[src/tatc_pkg.sv]
`timescale 1ns / 1ps
// ----------------------------------------------------------------------------
// tatc_pkg
// Shared constants, sequencer states and helpers for the thermistor
// average to temperature block.
// ----------------------------------------------------------------------------
package tatc_pkg;

  localparam logic [31:0] LN2_Q32 = 32'd2977044472;
  localparam logic [31:0] NUM_SCALE = 32'd2981500;     // 100 * 29815
  localparam logic [31:0] T25_CENTI_K = 32'd29815;
  localparam logic [15:0] KELVIN_CENTI = 16'd27315;
  localparam logic [15:0] KC_MAX = 16'd60082;          // 32767 + 27315
  localparam logic [15:0] T_MAX = 16'h7FFF;
  localparam logic [15:0] SAMPLE_MASK = 16'hFFFF;

  localparam logic [1:0] CFG_SAMPLES = 2'd0;
  localparam logic [1:0] CFG_SERIES = 2'd1;
  localparam logic [1:0] CFG_NOMINAL = 2'd2;
  localparam logic [1:0] CFG_BETA = 2'd3;

  localparam logic [1:0] ST_VALID = 2'd0;
  localparam logic [1:0] ST_OPEN = 2'd1;
  localparam logic [1:0] ST_SHORT = 2'd2;

  typedef enum logic [10:0] {
    S_IDLE = 11'b000_0000_0001,
    S_AVG  = 11'b000_0000_0010,
    S_RMUL = 11'b000_0000_0100,
    S_RDIV = 11'b000_0000_1000,
    S_LOGN = 11'b000_0001_0000,
    S_SQ   = 11'b000_0010_0000,
    S_LN   = 11'b000_0100_0000,
    S_NUM  = 11'b000_1000_0000,
    S_DMUL = 11'b001_0000_0000,
    S_KDIV = 11'b010_0000_0000,
    S_DONE = 11'b100_0000_0000
  } state_t;

  // leading-one position of a nonzero 16-bit value
  function automatic logic [3:0] msb_index(input logic [15:0] x);
    logic [3:0] e;
    e = 4'd0;
    for (int i = 0; i < 16; i++) begin
      if (x[i]) begin
        e = 4'(i);
      end
    end
    return e;
  endfunction

endpackage

[src/tatc_smul.sv]
`timescale 1ns / 1ps
// ----------------------------------------------------------------------------
// tatc_smul
// Bit-serial shift-add multiplier, 32 x 32 bits, one multiplier bit a cycle.
// ----------------------------------------------------------------------------
module tatc_smul (
  input  logic        clk,
  input  logic        rst,
  input  logic        start,
  input  logic [31:0] a,
  input  logic [31:0] b,
  output logic        done,
  output logic [63:0] p
);

  logic [31:0] acc_hi;
  logic [31:0] mq;
  logic [31:0] mcand;
  logic [4:0]  cnt;
  logic        busy;
  logic [32:0] sum;

  assign sum = {1'b0, acc_hi} + (mq[0] ? {1'b0, mcand} : 33'd0);
  assign p = {acc_hi, mq};

  always_ff @(posedge clk) begin
    if (rst) begin
      busy <= 1'b0;
      done <= 1'b0;
      cnt <= 5'd0;
    end else begin
      done <= 1'b0;
      if (start) begin
        busy <= 1'b1;
        cnt <= 5'd0;
        acc_hi <= 32'd0;
        mq <= b;
        mcand <= a;
      end else if (busy) begin
        acc_hi <= sum[32:1];
        mq <= {sum[0], mq[31:1]};
        cnt <= cnt + 5'd1;
        if (cnt == 5'd31) begin
          busy <= 1'b0;
          done <= 1'b1;
        end
      end
    end
  end

endmodule

[src/tatc_sdiv.sv]
`timescale 1ns / 1ps
// ----------------------------------------------------------------------------
// tatc_sdiv
// Restoring bit-serial divider, 64-bit dividend by 48-bit divisor,
// one quotient bit a cycle.
// ----------------------------------------------------------------------------
module tatc_sdiv (
  input  logic        clk,
  input  logic        rst,
  input  logic        start,
  input  logic [63:0] n,
  input  logic [47:0] d,
  output logic        done,
  output logic [63:0] q
);

  logic [47:0] rem;
  logic [47:0] dvs;
  logic [63:0] quo;
  logic [5:0]  cnt;
  logic        busy;
  logic [48:0] trial;

  assign trial = {rem, quo[63]} - {1'b0, dvs};
  assign q = quo;

  always_ff @(posedge clk) begin
    if (rst) begin
      busy <= 1'b0;
      done <= 1'b0;
      cnt <= 6'd0;
    end else begin
      done <= 1'b0;
      if (start) begin
        busy <= 1'b1;
        cnt <= 6'd0;
        rem <= 48'd0;
        dvs <= d;
        quo <= n;
      end else if (busy) begin
        if (!trial[48]) begin
          rem <= trial[47:0];
          quo <= {quo[62:0], 1'b1};
        end else begin
          rem <= {rem[46:0], quo[63]};
          quo <= {quo[62:0], 1'b0};
        end
        cnt <= cnt + 6'd1;
        if (cnt == 6'd63) begin
          busy <= 1'b0;
          done <= 1'b1;
        end
      end
    end
  end

endmodule

[src/thermistor_average_to_temperature.sv]
`timescale 1ns / 1ps
// ----------------------------------------------------------------------------
// thermistor_average_to_temperature
// Window average of thermistor divider samples, resistance and Beta equation
// temperature in hundredths of a degree Celsius.
// ----------------------------------------------------------------------------
// Samples are taken one beat per cycle while a window fills. The beat that
// closes a window starts a conversion, during which in_stall is high: up to
// three divisions in the serial divider and thirty-seven products in the
// serial multiplier, most of them the sixteen squarings of each of the two
// logarithms. One result beat leaves per window; it waits in the output
// register while the next window fills.
module thermistor_average_to_temperature (
  input  logic               clk,
  input  logic               rst,
  input  logic               in_valid,
  output logic               in_stall,
  input  logic [15:0]        sample,
  output logic               out_valid,
  input  logic               out_stall,
  output logic signed [15:0] temperature_centi,
  output logic [1:0]         status,
  input  logic               cfg_write,
  input  logic [1:0]         cfg_index,
  input  logic [15:0]        cfg_data
);

  tatc_pkg::state_t state;

  logic [7:0]  samples_per_average;
  logic [15:0] series_ohms;
  logic [15:0] nominal_ohms;
  logic [15:0] beta_value;

  logic [23:0] sample_sum;
  logic [7:0]  sample_count;
  logic [23:0] win_sum;
  logic [7:0]  win_cnt;
  logic [15:0] avg;
  logic [15:0] xv;
  logic [31:0] mant;
  logic [15:0] frac;
  logic [3:0]  ex;
  logic [3:0]  sqn;
  logic        pass;
  logic [19:0] ln_r;
  logic [19:0] ln_nom;
  logic [53:0] numv;
  logic        launched;
  logic [15:0] res_t;
  logic [1:0]  res_st;

  logic        in_take;
  logic [23:0] sum_next;
  logic [7:0]  cnt_next;
  logic [7:0]  n_eff;
  logic [15:0] nom_eff;
  logic [15:0] b_eff;
  logic        close;
  logic        out_load;

  logic        mul_start;
  logic        mul_done;
  logic [31:0] mul_a;
  logic [31:0] mul_b;
  logic [63:0] mul_p;
  logic        div_start;
  logic        div_done;
  logic [63:0] div_n;
  logic [47:0] div_d;
  logic [63:0] div_q;

  logic [15:0] r_val;
  logic [19:0] ln_val;
  logic signed [20:0] dlog;
  logic [20:0] dabs;
  logic [22:0] b100;
  logic signed [40:0] den;
  logic        den_ok;
  logic        mul_state;

  assign in_stall = (state != tatc_pkg::S_IDLE);
  assign in_take = in_valid && !in_stall;
  assign sum_next = sample_sum + {8'd0, sample & tatc_pkg::SAMPLE_MASK};
  assign cnt_next = sample_count + 8'd1;
  assign n_eff = (samples_per_average == 8'd0) ? 8'd1 : samples_per_average;
  assign nom_eff = (nominal_ohms == 16'd0) ? 16'd1 : nominal_ohms;
  assign b_eff = (beta_value == 16'd0) ? 16'd1 : beta_value;
  assign close = (cnt_next == 8'd0) || (cnt_next >= n_eff);
  assign out_load = (state == tatc_pkg::S_DONE) && (!out_valid || !out_stall);

  assign r_val = (|div_q[63:16]) ? 16'hFFFF : div_q[15:0];
  assign ln_val = mul_p[51:32] + {19'd0, mul_p[31]};
  assign dlog = $signed({1'b0, ln_r}) - $signed({1'b0, ln_nom});
  assign dabs = dlog[20] ? 21'(-dlog) : dlog;
  assign b100 = {7'd0, b_eff} * 23'd100;
  assign den = $signed({2'b00, b100, 16'd0})
             + (dlog[20] ? -$signed({5'd0, mul_p[35:0]})
                         : $signed({5'd0, mul_p[35:0]}));
  assign den_ok = !den[40] && (den != 41'sd0);

  assign mul_state = (state == tatc_pkg::S_RMUL) || (state == tatc_pkg::S_SQ)
                  || (state == tatc_pkg::S_LN) || (state == tatc_pkg::S_NUM)
                  || (state == tatc_pkg::S_DMUL);
  assign mul_start = !launched && mul_state;
  assign div_start = !launched && ((state == tatc_pkg::S_AVG)
                  || (state == tatc_pkg::S_RDIV)
                  || ((state == tatc_pkg::S_KDIV) && den_ok));

  always_comb begin
    mul_a = 32'd0;
    mul_b = 32'd0;
    case (state)
      tatc_pkg::S_RMUL: begin
        mul_a = {16'd0, series_ohms};
        mul_b = {16'd0, avg};
      end
      tatc_pkg::S_SQ: begin
        mul_a = mant;
        mul_b = mant;
      end
      tatc_pkg::S_LN: begin
        mul_a = tatc_pkg::LN2_Q32;
        mul_b = {12'd0, ex, frac};
      end
      tatc_pkg::S_NUM: begin
        mul_a = {16'd0, b_eff};
        mul_b = tatc_pkg::NUM_SCALE;
      end
      tatc_pkg::S_DMUL: begin
        mul_a = tatc_pkg::T25_CENTI_K;
        mul_b = {11'd0, dabs};
      end
      default: begin
        mul_a = 32'd0;
        mul_b = 32'd0;
      end
    endcase
  end

  always_comb begin
    div_n = 64'd0;
    div_d = 48'd1;
    case (state)
      tatc_pkg::S_AVG: begin
        div_n = {40'd0, win_sum};
        div_d = {40'd0, win_cnt};
      end
      tatc_pkg::S_RDIV: begin
        div_n = {32'd0, mul_p[31:0]};
        div_d = 48'(17'h10000 - {1'b0, avg});
      end
      tatc_pkg::S_KDIV: begin
        div_n = {10'd0, numv} + {24'd0, den[40:1]};
        div_d = {8'd0, den[39:0]};
      end
      default: begin
        div_n = 64'd0;
        div_d = 48'd1;
      end
    endcase
  end

  tatc_smul u_mul (
    .clk   (clk),
    .rst   (rst),
    .start (mul_start),
    .a     (mul_a),
    .b     (mul_b),
    .done  (mul_done),
    .p     (mul_p)
  );

  tatc_sdiv u_div (
    .clk   (clk),
    .rst   (rst),
    .start (div_start),
    .n     (div_n),
    .d     (div_d),
    .done  (div_done),
    .q     (div_q)
  );

  always_ff @(posedge clk) begin
    if (rst) begin
      samples_per_average <= 8'd100;
      series_ohms <= 16'd10000;
      nominal_ohms <= 16'd10000;
      beta_value <= 16'd3977;
    end else if (cfg_write) begin
      case (cfg_index)
        tatc_pkg::CFG_SAMPLES: samples_per_average <= cfg_data[7:0];
        tatc_pkg::CFG_SERIES:  series_ohms <= cfg_data;
        tatc_pkg::CFG_NOMINAL: nominal_ohms <= cfg_data;
        tatc_pkg::CFG_BETA:    beta_value <= cfg_data;
        default: ;
      endcase
    end
  end

  always_ff @(posedge clk) begin
    if (rst) begin
      state <= tatc_pkg::S_IDLE;
      sample_sum <= 24'd0;
      sample_count <= 8'd0;
      launched <= 1'b0;
      out_valid <= 1'b0;
    end else begin
      if (mul_start || div_start) begin
        launched <= 1'b1;
      end else if (mul_done || div_done) begin
        launched <= 1'b0;
      end
      if (out_load) begin
        out_valid <= 1'b1;
      end else if (out_valid && !out_stall) begin
        out_valid <= 1'b0;
      end
      case (state)
        tatc_pkg::S_IDLE: begin
          if (in_take) begin
            if (close) begin
              win_sum <= sum_next;
              win_cnt <= cnt_next;
              sample_sum <= 24'd0;
              sample_count <= 8'd0;
              if (cnt_next == 8'd0) begin
                res_t <= 16'd0;
                res_st <= tatc_pkg::ST_OPEN;
                state <= tatc_pkg::S_DONE;
              end else begin
                state <= tatc_pkg::S_AVG;
              end
            end else begin
              sample_sum <= sum_next;
              sample_count <= cnt_next;
            end
          end
        end
        tatc_pkg::S_AVG: begin
          if (div_done) begin
            avg <= div_q[15:0];
            if (div_q[15:0] == 16'd0) begin
              res_t <= 16'd0;
              res_st <= tatc_pkg::ST_OPEN;
              state <= tatc_pkg::S_DONE;
            end else if (div_q[15:0] >= tatc_pkg::SAMPLE_MASK) begin
              res_t <= 16'd0;
              res_st <= tatc_pkg::ST_SHORT;
              state <= tatc_pkg::S_DONE;
            end else begin
              state <= tatc_pkg::S_RMUL;
            end
          end
        end
        tatc_pkg::S_RMUL: begin
          if (mul_done) begin
            state <= tatc_pkg::S_RDIV;
          end
        end
        tatc_pkg::S_RDIV: begin
          if (div_done) begin
            if (r_val == 16'd0) begin
              res_t <= 16'd0 - tatc_pkg::KELVIN_CENTI;
              res_st <= tatc_pkg::ST_VALID;
              state <= tatc_pkg::S_DONE;
            end else begin
              xv <= r_val;
              pass <= 1'b0;
              state <= tatc_pkg::S_LOGN;
            end
          end
        end
        tatc_pkg::S_LOGN: begin
          ex <= tatc_pkg::msb_index(xv);
          mant <= {16'd0, xv} << (5'd31 - {1'b0, tatc_pkg::msb_index(xv)});
          frac <= 16'd0;
          sqn <= 4'd0;
          state <= tatc_pkg::S_SQ;
        end
        tatc_pkg::S_SQ: begin
          if (mul_done) begin
            mant <= mul_p[63] ? mul_p[63:32] : mul_p[62:31];
            frac <= {frac[14:0], mul_p[63]};
            sqn <= sqn + 4'd1;
            if (sqn == 4'd15) begin
              state <= tatc_pkg::S_LN;
            end
          end
        end
        tatc_pkg::S_LN: begin
          if (mul_done) begin
            if (!pass) begin
              ln_r <= ln_val;
              xv <= nom_eff;
              pass <= 1'b1;
              state <= tatc_pkg::S_LOGN;
            end else begin
              ln_nom <= ln_val;
              state <= tatc_pkg::S_NUM;
            end
          end
        end
        tatc_pkg::S_NUM: begin
          if (mul_done) begin
            numv <= {mul_p[37:0], 16'd0};
            state <= tatc_pkg::S_DMUL;
          end
        end
        tatc_pkg::S_DMUL: begin
          if (mul_done) begin
            state <= tatc_pkg::S_KDIV;
          end
        end
        tatc_pkg::S_KDIV: begin
          if (!launched && !den_ok) begin
            res_t <= tatc_pkg::T_MAX;
            res_st <= tatc_pkg::ST_VALID;
            state <= tatc_pkg::S_DONE;
          end else if (div_done) begin
            if ((|div_q[63:16]) || (div_q[15:0] > tatc_pkg::KC_MAX)) begin
              res_t <= tatc_pkg::T_MAX;
            end else begin
              res_t <= div_q[15:0] - tatc_pkg::KELVIN_CENTI;
            end
            res_st <= tatc_pkg::ST_VALID;
            state <= tatc_pkg::S_DONE;
          end
        end
        tatc_pkg::S_DONE: begin
          if (out_load) begin
            temperature_centi <= res_t;
            status <= res_st;
            state <= tatc_pkg::S_IDLE;
          end
        end
        default: begin
          state <= tatc_pkg::S_IDLE;
        end
      endcase
    end
  end

  a_mul_done_state: assert property (@(posedge clk) disable iff (rst)
    mul_done |-> mul_state)
    else $error("multiplier finished outside a product step");

  a_units_exclusive: assert property (@(posedge clk) disable iff (rst)
    !(mul_done && div_done))
    else $error("multiplier and divider finished together");

  a_flag_zero_temp: assert property (@(posedge clk) disable iff (rst)
    (out_valid && (status != tatc_pkg::ST_VALID)) |-> (temperature_centi == 16'sd0))
    else $error("flagged beat carries a temperature");

  a_busy_stalls: assert property (@(posedge clk) disable iff (rst)
    $past(in_take) && (state == tatc_pkg::S_AVG) |-> in_stall)
    else $error("input taken during conversion");

endmodule
[config.mk]
export PLATFORM = sky130hd
export DESIGN_NAME = thermistor_average_to_temperature
export DESIGN_NICKNAME = d
export VERILOG_FILES = /design/src/tatc_pkg.sv /design/src/tatc_smul.sv /design/src/tatc_sdiv.sv /design/src/thermistor_average_to_temperature.sv
export SDC_FILE = /design/constraint.sdc
export NUM_CORES = 2
export LEC_CHECK = 0
export BUFFER_PORTS_ARGS = -buffer_cell sky130_fd_sc_hd__buf_2
export CAP_MARGIN = 20
export CORE_MARGIN = 10
export CORE_UTILIZATION = 40
export DETAILED_ROUTE_END_ITERATION = 10
export PLACE_DENSITY = 0.6
export SYNTH_ARGS = -nofsm -noshare
export SYNTH_HDL_FRONTEND = slang
export SYNTH_HIERARCHICAL = 1
export SYNTH_SLANG_ARGS = --single-unit
[constraint.sdc]
create_clock -name clk -period 11 [get_ports clk]
set_input_delay 0.55 -clock clk [delete_from_list [all_inputs] [get_ports clk]]
set_output_delay 0.55 -clock clk [all_outputs]
set_load 0.05 [all_outputs]
======== After elaboration in Yosys (flattened, before gate mapping) ========
Cells that the tools add are included.
storage, ports and cells
  output and inout port bits .............. 20
  word-level logic and storage cells ...... 271
  flip-flop bits (word level) ............. 607
  bits of input ports ..................... 39
operators by class
  reduce and logical (&&, ||, !) cells .... 66
  multiplexer cells ....................... 108
  eq/ne operators ......................... 35
  multipliers ............................. 1
  $add $sub $neg .......................... 16
  shifts and indexed selects .............. 1
  bitwise logic cells ..................... 4
  $lt $le $gt $ge ......................... 3
operator list
  kind                number
  $pmux 32 s5         2
  $mux 16             19
  $mux 32             6
  $mux 11             17
  $pmux 55 s3         1
  $pmux 48 s3         1
  $mux 64             2
  $pmux 11 s11        1
  $mux 48             2
  $mux 4              17
  $logic_not 16->1    4
  $pmux 16 s2         2
  $pmux 16 s4         1
  $pmux 32 s2         1
  $add 54x40->55      1
  $sub 49x48->49      1
  $reduce_or 48->1    1
  $add 40x41->41      1
  $mux 41             1
  $neg 36->41         1
  $reduce_bool 41->1  1
  $add 32x33->33      1
  $shl 16x5->32       1
  $add 24x16->24      1
  other kinds (59)    148

======== Depth between registers and ports, before layout ========
  depth after elaboration ................. 20
  mapped depth ............................ 40

======== Modules after synthesis ========
The synthesis kept the hierarchy.
by module, submodules not included
  module                             area an instance (µm²)  cells each  times used  seq. area each (µm²)
  thermistor_average_to_temperature  23,440.0                2,630       1           9,078.7
  tatc_sdiv                          9,560.4                 887         1           4,964.8
  tatc_smul                          5,963.2                 515         1           3,022.9

======== Worst setup path before layout ========
OpenSTA, ideal clock, no wires.
  path type ............................... register -> register
  from .................................... reg beta_value[8]
  to ...................................... reg u_div.busy
  library setup time ...................... 0.078 ns
  cell stages (with the launch flop) ...... 38
  data required time ...................... 10.922 ns
  arrival time ............................ 11.876 ns
  path slack .............................. -0.954 ns
  cell sequence ........................... dfxtp_1 > inv_1 > ha_1 > and4_1 > nand2_1 > nor3_1 > nor2_1 > ha_1 > ha_1 > ha_1 > xnor2_1 > ha_1 > inv_1 > o21ai_0 > and2_1 > o21ai_0 > nand2_1 > a21oi_1 > (+2 left out) > a21o_1 > a31oi_1 > xnor2_1 > ha_1 > and3_1 > nand2_1 > a21oi_1 > o41ai_1 > o21ai_0 > xor2_1 > a41oi_4 > nand2_1 > a21oi_1 > clkbuf_1 > clkbuf_1 > nor2_1 > nor2_1 > o31a_1
between the ends
  cells in the longest elaborated chain, start to end .. 10
ends and longest elaborated chain
  item                                                   line                                      text
  start, declared                                        thermistor_average_to_temperature.sv:33   logic [15:0] beta_value;
  start signal, assigned                                 thermistor_average_to_temperature.sv:195  tatc_pkg::CFG_BETA: beta_value <= cfg_data;
  $logic_not 16->1                                       thermistor_average_to_temperature.sv:88   assign b_eff = (beta_value == 16'd0) ? 16'd1 : beta_value;
  $mux 16 (*)                                            thermistor_average_to_temperature.sv:88
  $mul 16x5->21 (*)                                      thermistor_average_to_temperature.sv:96   assign b100 = {7'd0, b_eff} * 23'd100;
  $add 40x41->41 (*)                                     thermistor_average_to_temperature.sv:98   + (dlog[20] ? -$signed({5'd0, mul_p[35:0]})
  $reduce_bool 41->1 or $logic_not 1->1 (tied branches)  thermistor_average_to_temperature.sv:100  assign den_ok = !den[40] && (den != 41'sd0);
  $logic_and 1x1->1 (*)                                  thermistor_average_to_temperature.sv:100
  $logic_and 1x1->1 (*)                                  thermistor_average_to_temperature.sv:108  || ((state == tatc_pkg::S_KDIV) && den_ok));
  $logic_or 1x1->1 (*)                                   thermistor_average_to_temperature.sv:108
  $logic_and 1x1->1 (*)                                  thermistor_average_to_temperature.sv:106  assign div_start = !launched && ((state == tatc_pkg::S_AVG)
  named net div_start                                    thermistor_average_to_temperature.sv:67   logic div_start;
  $mux 1 (*)                                             tatc_sdiv.sv:34                           if (start) begin
  end signal, assigned                                   tatc_sdiv.sv:29                           busy <= 1'b0;
  end signal, assigned                                   tatc_sdiv.sv:35                           busy <= 1'b1;
  end signal, assigned                                   tatc_sdiv.sv:50                           busy <= 1'b0;
  end, declared                                          tatc_sdiv.sv:21                           logic busy;
Mark *: on every way through the listed nets, which the timed path passes. The rest lies on a longest branch.
A chain may end at the register's enable or synchronous reset.

======== Worst setup path after layout ========
  from .................................... reg beta_value[8]
  to ...................................... reg u_div.quo[49] (netlist: u_div/q[49]) (data pin)
RTL lines
  item                  line                                      text
  $logic_not 16->1      thermistor_average_to_temperature.sv:88
  $mux 16 (*)           thermistor_average_to_temperature.sv:88
  $mul 16x5->21 (*)     thermistor_average_to_temperature.sv:96
  $add 40x41->41 (*)    thermistor_average_to_temperature.sv:98
  $add 54x40->55 (*)    thermistor_average_to_temperature.sv:154  div_n = {10'd0, numv} + {24'd0, den[40:1]};
  $pmux 55 s3 (*)       thermistor_average_to_temperature.sv:144  case (state)
  named net div_n[49]   thermistor_average_to_temperature.sv:69   logic [63:0] div_n;
  $mux 64 (*)           tatc_sdiv.sv:34
  end signal, assigned  tatc_sdiv.sv:39                           quo <= n;
  end signal, assigned  tatc_sdiv.sv:43                           quo <= {quo[62:0], 1'b1};
  end signal, assigned  tatc_sdiv.sv:46                           quo <= {quo[62:0], 1'b0};
  end, declared         tatc_sdiv.sv:19                           logic [63:0] quo;
Marks and branches as above.

==> reports/results.ini <==
[layout]
final_nets = 4332
finish.instance_area_mm2 = 0.0430
multi_input_area_mm2 = 0.0204
layout-drive-gt1-share_pct = 9.75
area_growth_pct = 10.2
seqCellArea_mm2 = 0.0171
num_antenna_cells = 0
n_fill_cell = 9369

[route]
wl_per_cell_um = 21.4
detail_route.first_pass.iterations = 6
postRouteAntennaNets = 0
drt-total-wl_um = 115000
avgViaCountPerCell = 5.75
route.detailed.drc = 0
route.vias.total = 30892
number_of_drc_violations_after_detailed_routing_iteration_0 = 2840

[synthesis]
postSynth.asyncResetShare_pct = 0
synth.ff_latch_count = 607
synth_top_cell_area_share_pct = 37.8
synth-seq-area-share_pct = 43.8
synth_edf_count = 491
syn_area_mm2 = 0.0390
synthDominantAreaCellType = sky130_fd_sc_hd__edfxtp_1
yosys.cell_count.top_type = sky130_fd_sc_hd__edfxtp_1
ys_top_cells_by_area = sky130_fd_sc_hd__edfxtp_1 (38%), sky130_fd_sc_hd__ha_1 (7.7%), sky130_fd_sc_hd__dfxtp_1 (6.0%)
synth_cell_types = 107
synthesis.area_per_instance_um2 = 9.66
syn-instance-count = 4032
ys_dominant_reg_cell = sky130_fd_sc_hd__edfxtp_1
synth.cells.most_frequent = sky130_fd_sc_hd__edfxtp_1 (491), sky130_fd_sc_hd__nand2_1 (396), sky130_fd_sc_hd__nor2_1 (358)
synth_warnings = 6

[sta]
period_minus_slack_ns = 9.02
final_hold_viol_count = 0
max_slew_violation_count = 0
min_period_over_period_pct = 82.0
number_of_setup_violations_in_the_final_report = 0
worstMarginPinSlew_ns = 1.11
timing.hold.ws_ns = 0.229
timing.clock.skew_ns = 0.0363
achievable-frequency_mhz = 111
unrepaired_setup_endpoints_after_global_routing = false
slew-limit-headroom_pct = 24.8
setup_total_negative_slack_ns = 0

[run_status]
run_status = finished clean

[power]
power_leakage_uw = 0.0165
max-vdd-ir-drop_mv = 0.110
cellPowerDensity_mw_per_mm2 = 155

[clock_tree]
clock_tree_from_tritoncts = done
clk-insertion-delay-late_ns = 0.64
htree_num_levels = 3
clock_tree.buffer_depth = 3
cts_inserted_buffers = 70
hold_buffers = 0
worst_setup_hold_path_clk_slew_ns = 0.06
cts_num_sinks = 607
cts_resized = 0
postCtsSetupBuffers = 0
ctsRootBufferMaster = sky130_fd_sc_hd__clkbuf_16

[worst_setup_path]
worst-path-max-fanout = 8
worst_r2r_endpoint = u_div/q[49]
worst_r2r_path_depth = 35
critical_path_slowest_stage_cell = sky130_fd_sc_hd__a41oi_1
setup.worst_path.end_class = flop
critical_path_required_ns = 11.37
r2r_slack_ns = 1.98
critPathMaxStageDelay_ns = 0.69
timing.rr.start = beta_value[8]
cp.arrival_ns = 9.39
criticalPathCategory = reg2reg
worst_path_most_repeated_cell = sky130_fd_sc_hd__ha_1
startpoint_type = flop

[floorplanning]
rows = 114
core_area_mm2 = 0.0967
design.portCount = 59
die_w_um = 332
die_h_um = 332
initial_utilization_pct = 40.3
fp.dieArea_mm2 = 0.110

[placed_design]
dpl_cell_area_mm2 = 0.0406
gp_routability_congestion = 0.917
numPortBuffers = 58
dp.final_hpwl_um = 85100

[hold_path]
holdPathEnd = nominal_ohms[14]
hold_depth = 3
hold_path.class = in2reg
hp-start = cfg_data[14]

[grt]
grt_util_all_layers_pct = 20.1
largest_net_degree_at_the_start_of_global_routing = 108
first_global_vias = 29509
first_pass_grt_wire_length_um = 177000
grt_antenna_before_repair = 2
globalRoute.totalOverflow = 0

[run]
max-cap-violations = 0

-- through the flow --
step           cells  util, %  setup slack, ns  power, uW
3_5_place_dp    5238     42.0             2.16       4290
4_1_cts         5365     44.4             2.12       6680
6_report        5368     44.4             1.98       6640
2_1_floorplan   4048        -            0.945       3910
3_3_place_gp    5238     42.0             2.36       4270
5_1_grt         5368     44.4             1.21       6970
-- layer usage --
metal  share of wire [%]  global-route usage (%)
met2                  46                    32.2
met4                 3.1                    6.96
met1                  45                    27.4
met3                 6.3                    2.86
met5               0.011                       0
-- sequential cells by signal, indices dropped and copies added (netlist names), 11 cells and up --
name	cells
avg	16
beta_value	16
frac	16
ln_nom	20
ln_r	20
mant	32
nominal_ohms	16
numv	38
res_t	16
sample_sum	24
series_ohms	16
state	11
temperature_centi	16
u_div/dvs	48
u_div/q	64
u_div/rem	48
u_mul/acc_hi	32
u_mul/mcand	32
u_mul/mq	32
win_sum	24
xv	16
-- cell type report --
type                            count  area share [%]
Multi-Input combinational cell   3014            47.6
Sequential cell                   607            39.7
Clock buffer                       88            4.48
Tap cell                         1276            3.72
Inverter                          242            2.11
Timing Repair Buffer              102            1.50
Clock inverter                     39           0.886
-- critical path, delay by kind of cell, from the launching register on --
family / cells / cell delay [ns]
flip-flops: 1 / 0.37
AND/OR/NAND/NOR: 8 / 1.60
AO/OA/AOI/OAI: 13 / 3.44
multiplexers: 1 / 0.29
buffers and inverters: 2 / 0.21
adder cells (fa/ha/maj): 7 / 2.13
XOR/XNOR: 4 / 0.70
-- report_power, final --
part / switching (uW) / internal (uW)
registers: 53.3 / 2570
logic: 996 / 639
clock network: 998 / 1390
total: 2050 / 4600
-- worst max-delay path by stage --
stage | start | end | slack [ns] | cells after the start
after floorplan | beta_value[8] | u_div/q[0] | 0.94 | 36
after CTS | beta_value[8] | u_div/q[49] | 2.12 | 35
after detailed placement | beta_value[8] | u_div/q[47] | 2.16 | 35
final | beta_value[8] | u_div/q[49] | 1.98 | 35
after global placement | beta_value[8] | u_div/q[43] | 2.36 | 35
after global routing | beta_value[8] | u_div/q[51] | 1.21 | 35
-- cell usage in the layout (no fill, tap or decap), drive strengths merged, types with 16 or more instances in the layout --
master and count:
a211oi 29, nor3 96, and3 41, a22oi 42, nor3b 19, nand2b 20, edfxtp 491, nand4 45
a221o 23, a21oi 304, and2 93, a21o 75, nand2 396, conb 17, nor2b 46, a31oi 32
or3 40, o2111ai 18, o21a 26, fa 16, clkinv 25, mux2i 69, xnor2 161, o31ai 24
inv 246, nand3 102, mux2 107, o211ai 26, ha 240, buf 101, o21ai 201, o21bai 25
o22ai 21, dfxtp 116, nor4 45, or2 21, nor2 358, clkbuf 89, xor2 94
-- kinds of logic (layout without fill, tap and decap cells) --
logic type,Yosys count,count (layout),share of synthesized area (%)
simple gates,1378,1378,17.2
compound gates,931,931,15.4
flops,607,607,43.8
buf+inv,427,471,4.33
fa+ha+maj,256,256,8.53
xor+xnor,255,255,5.77
mux,177,177,4.92
other cells,1,17,0.00962
Power figures use the tool's default switching activity.
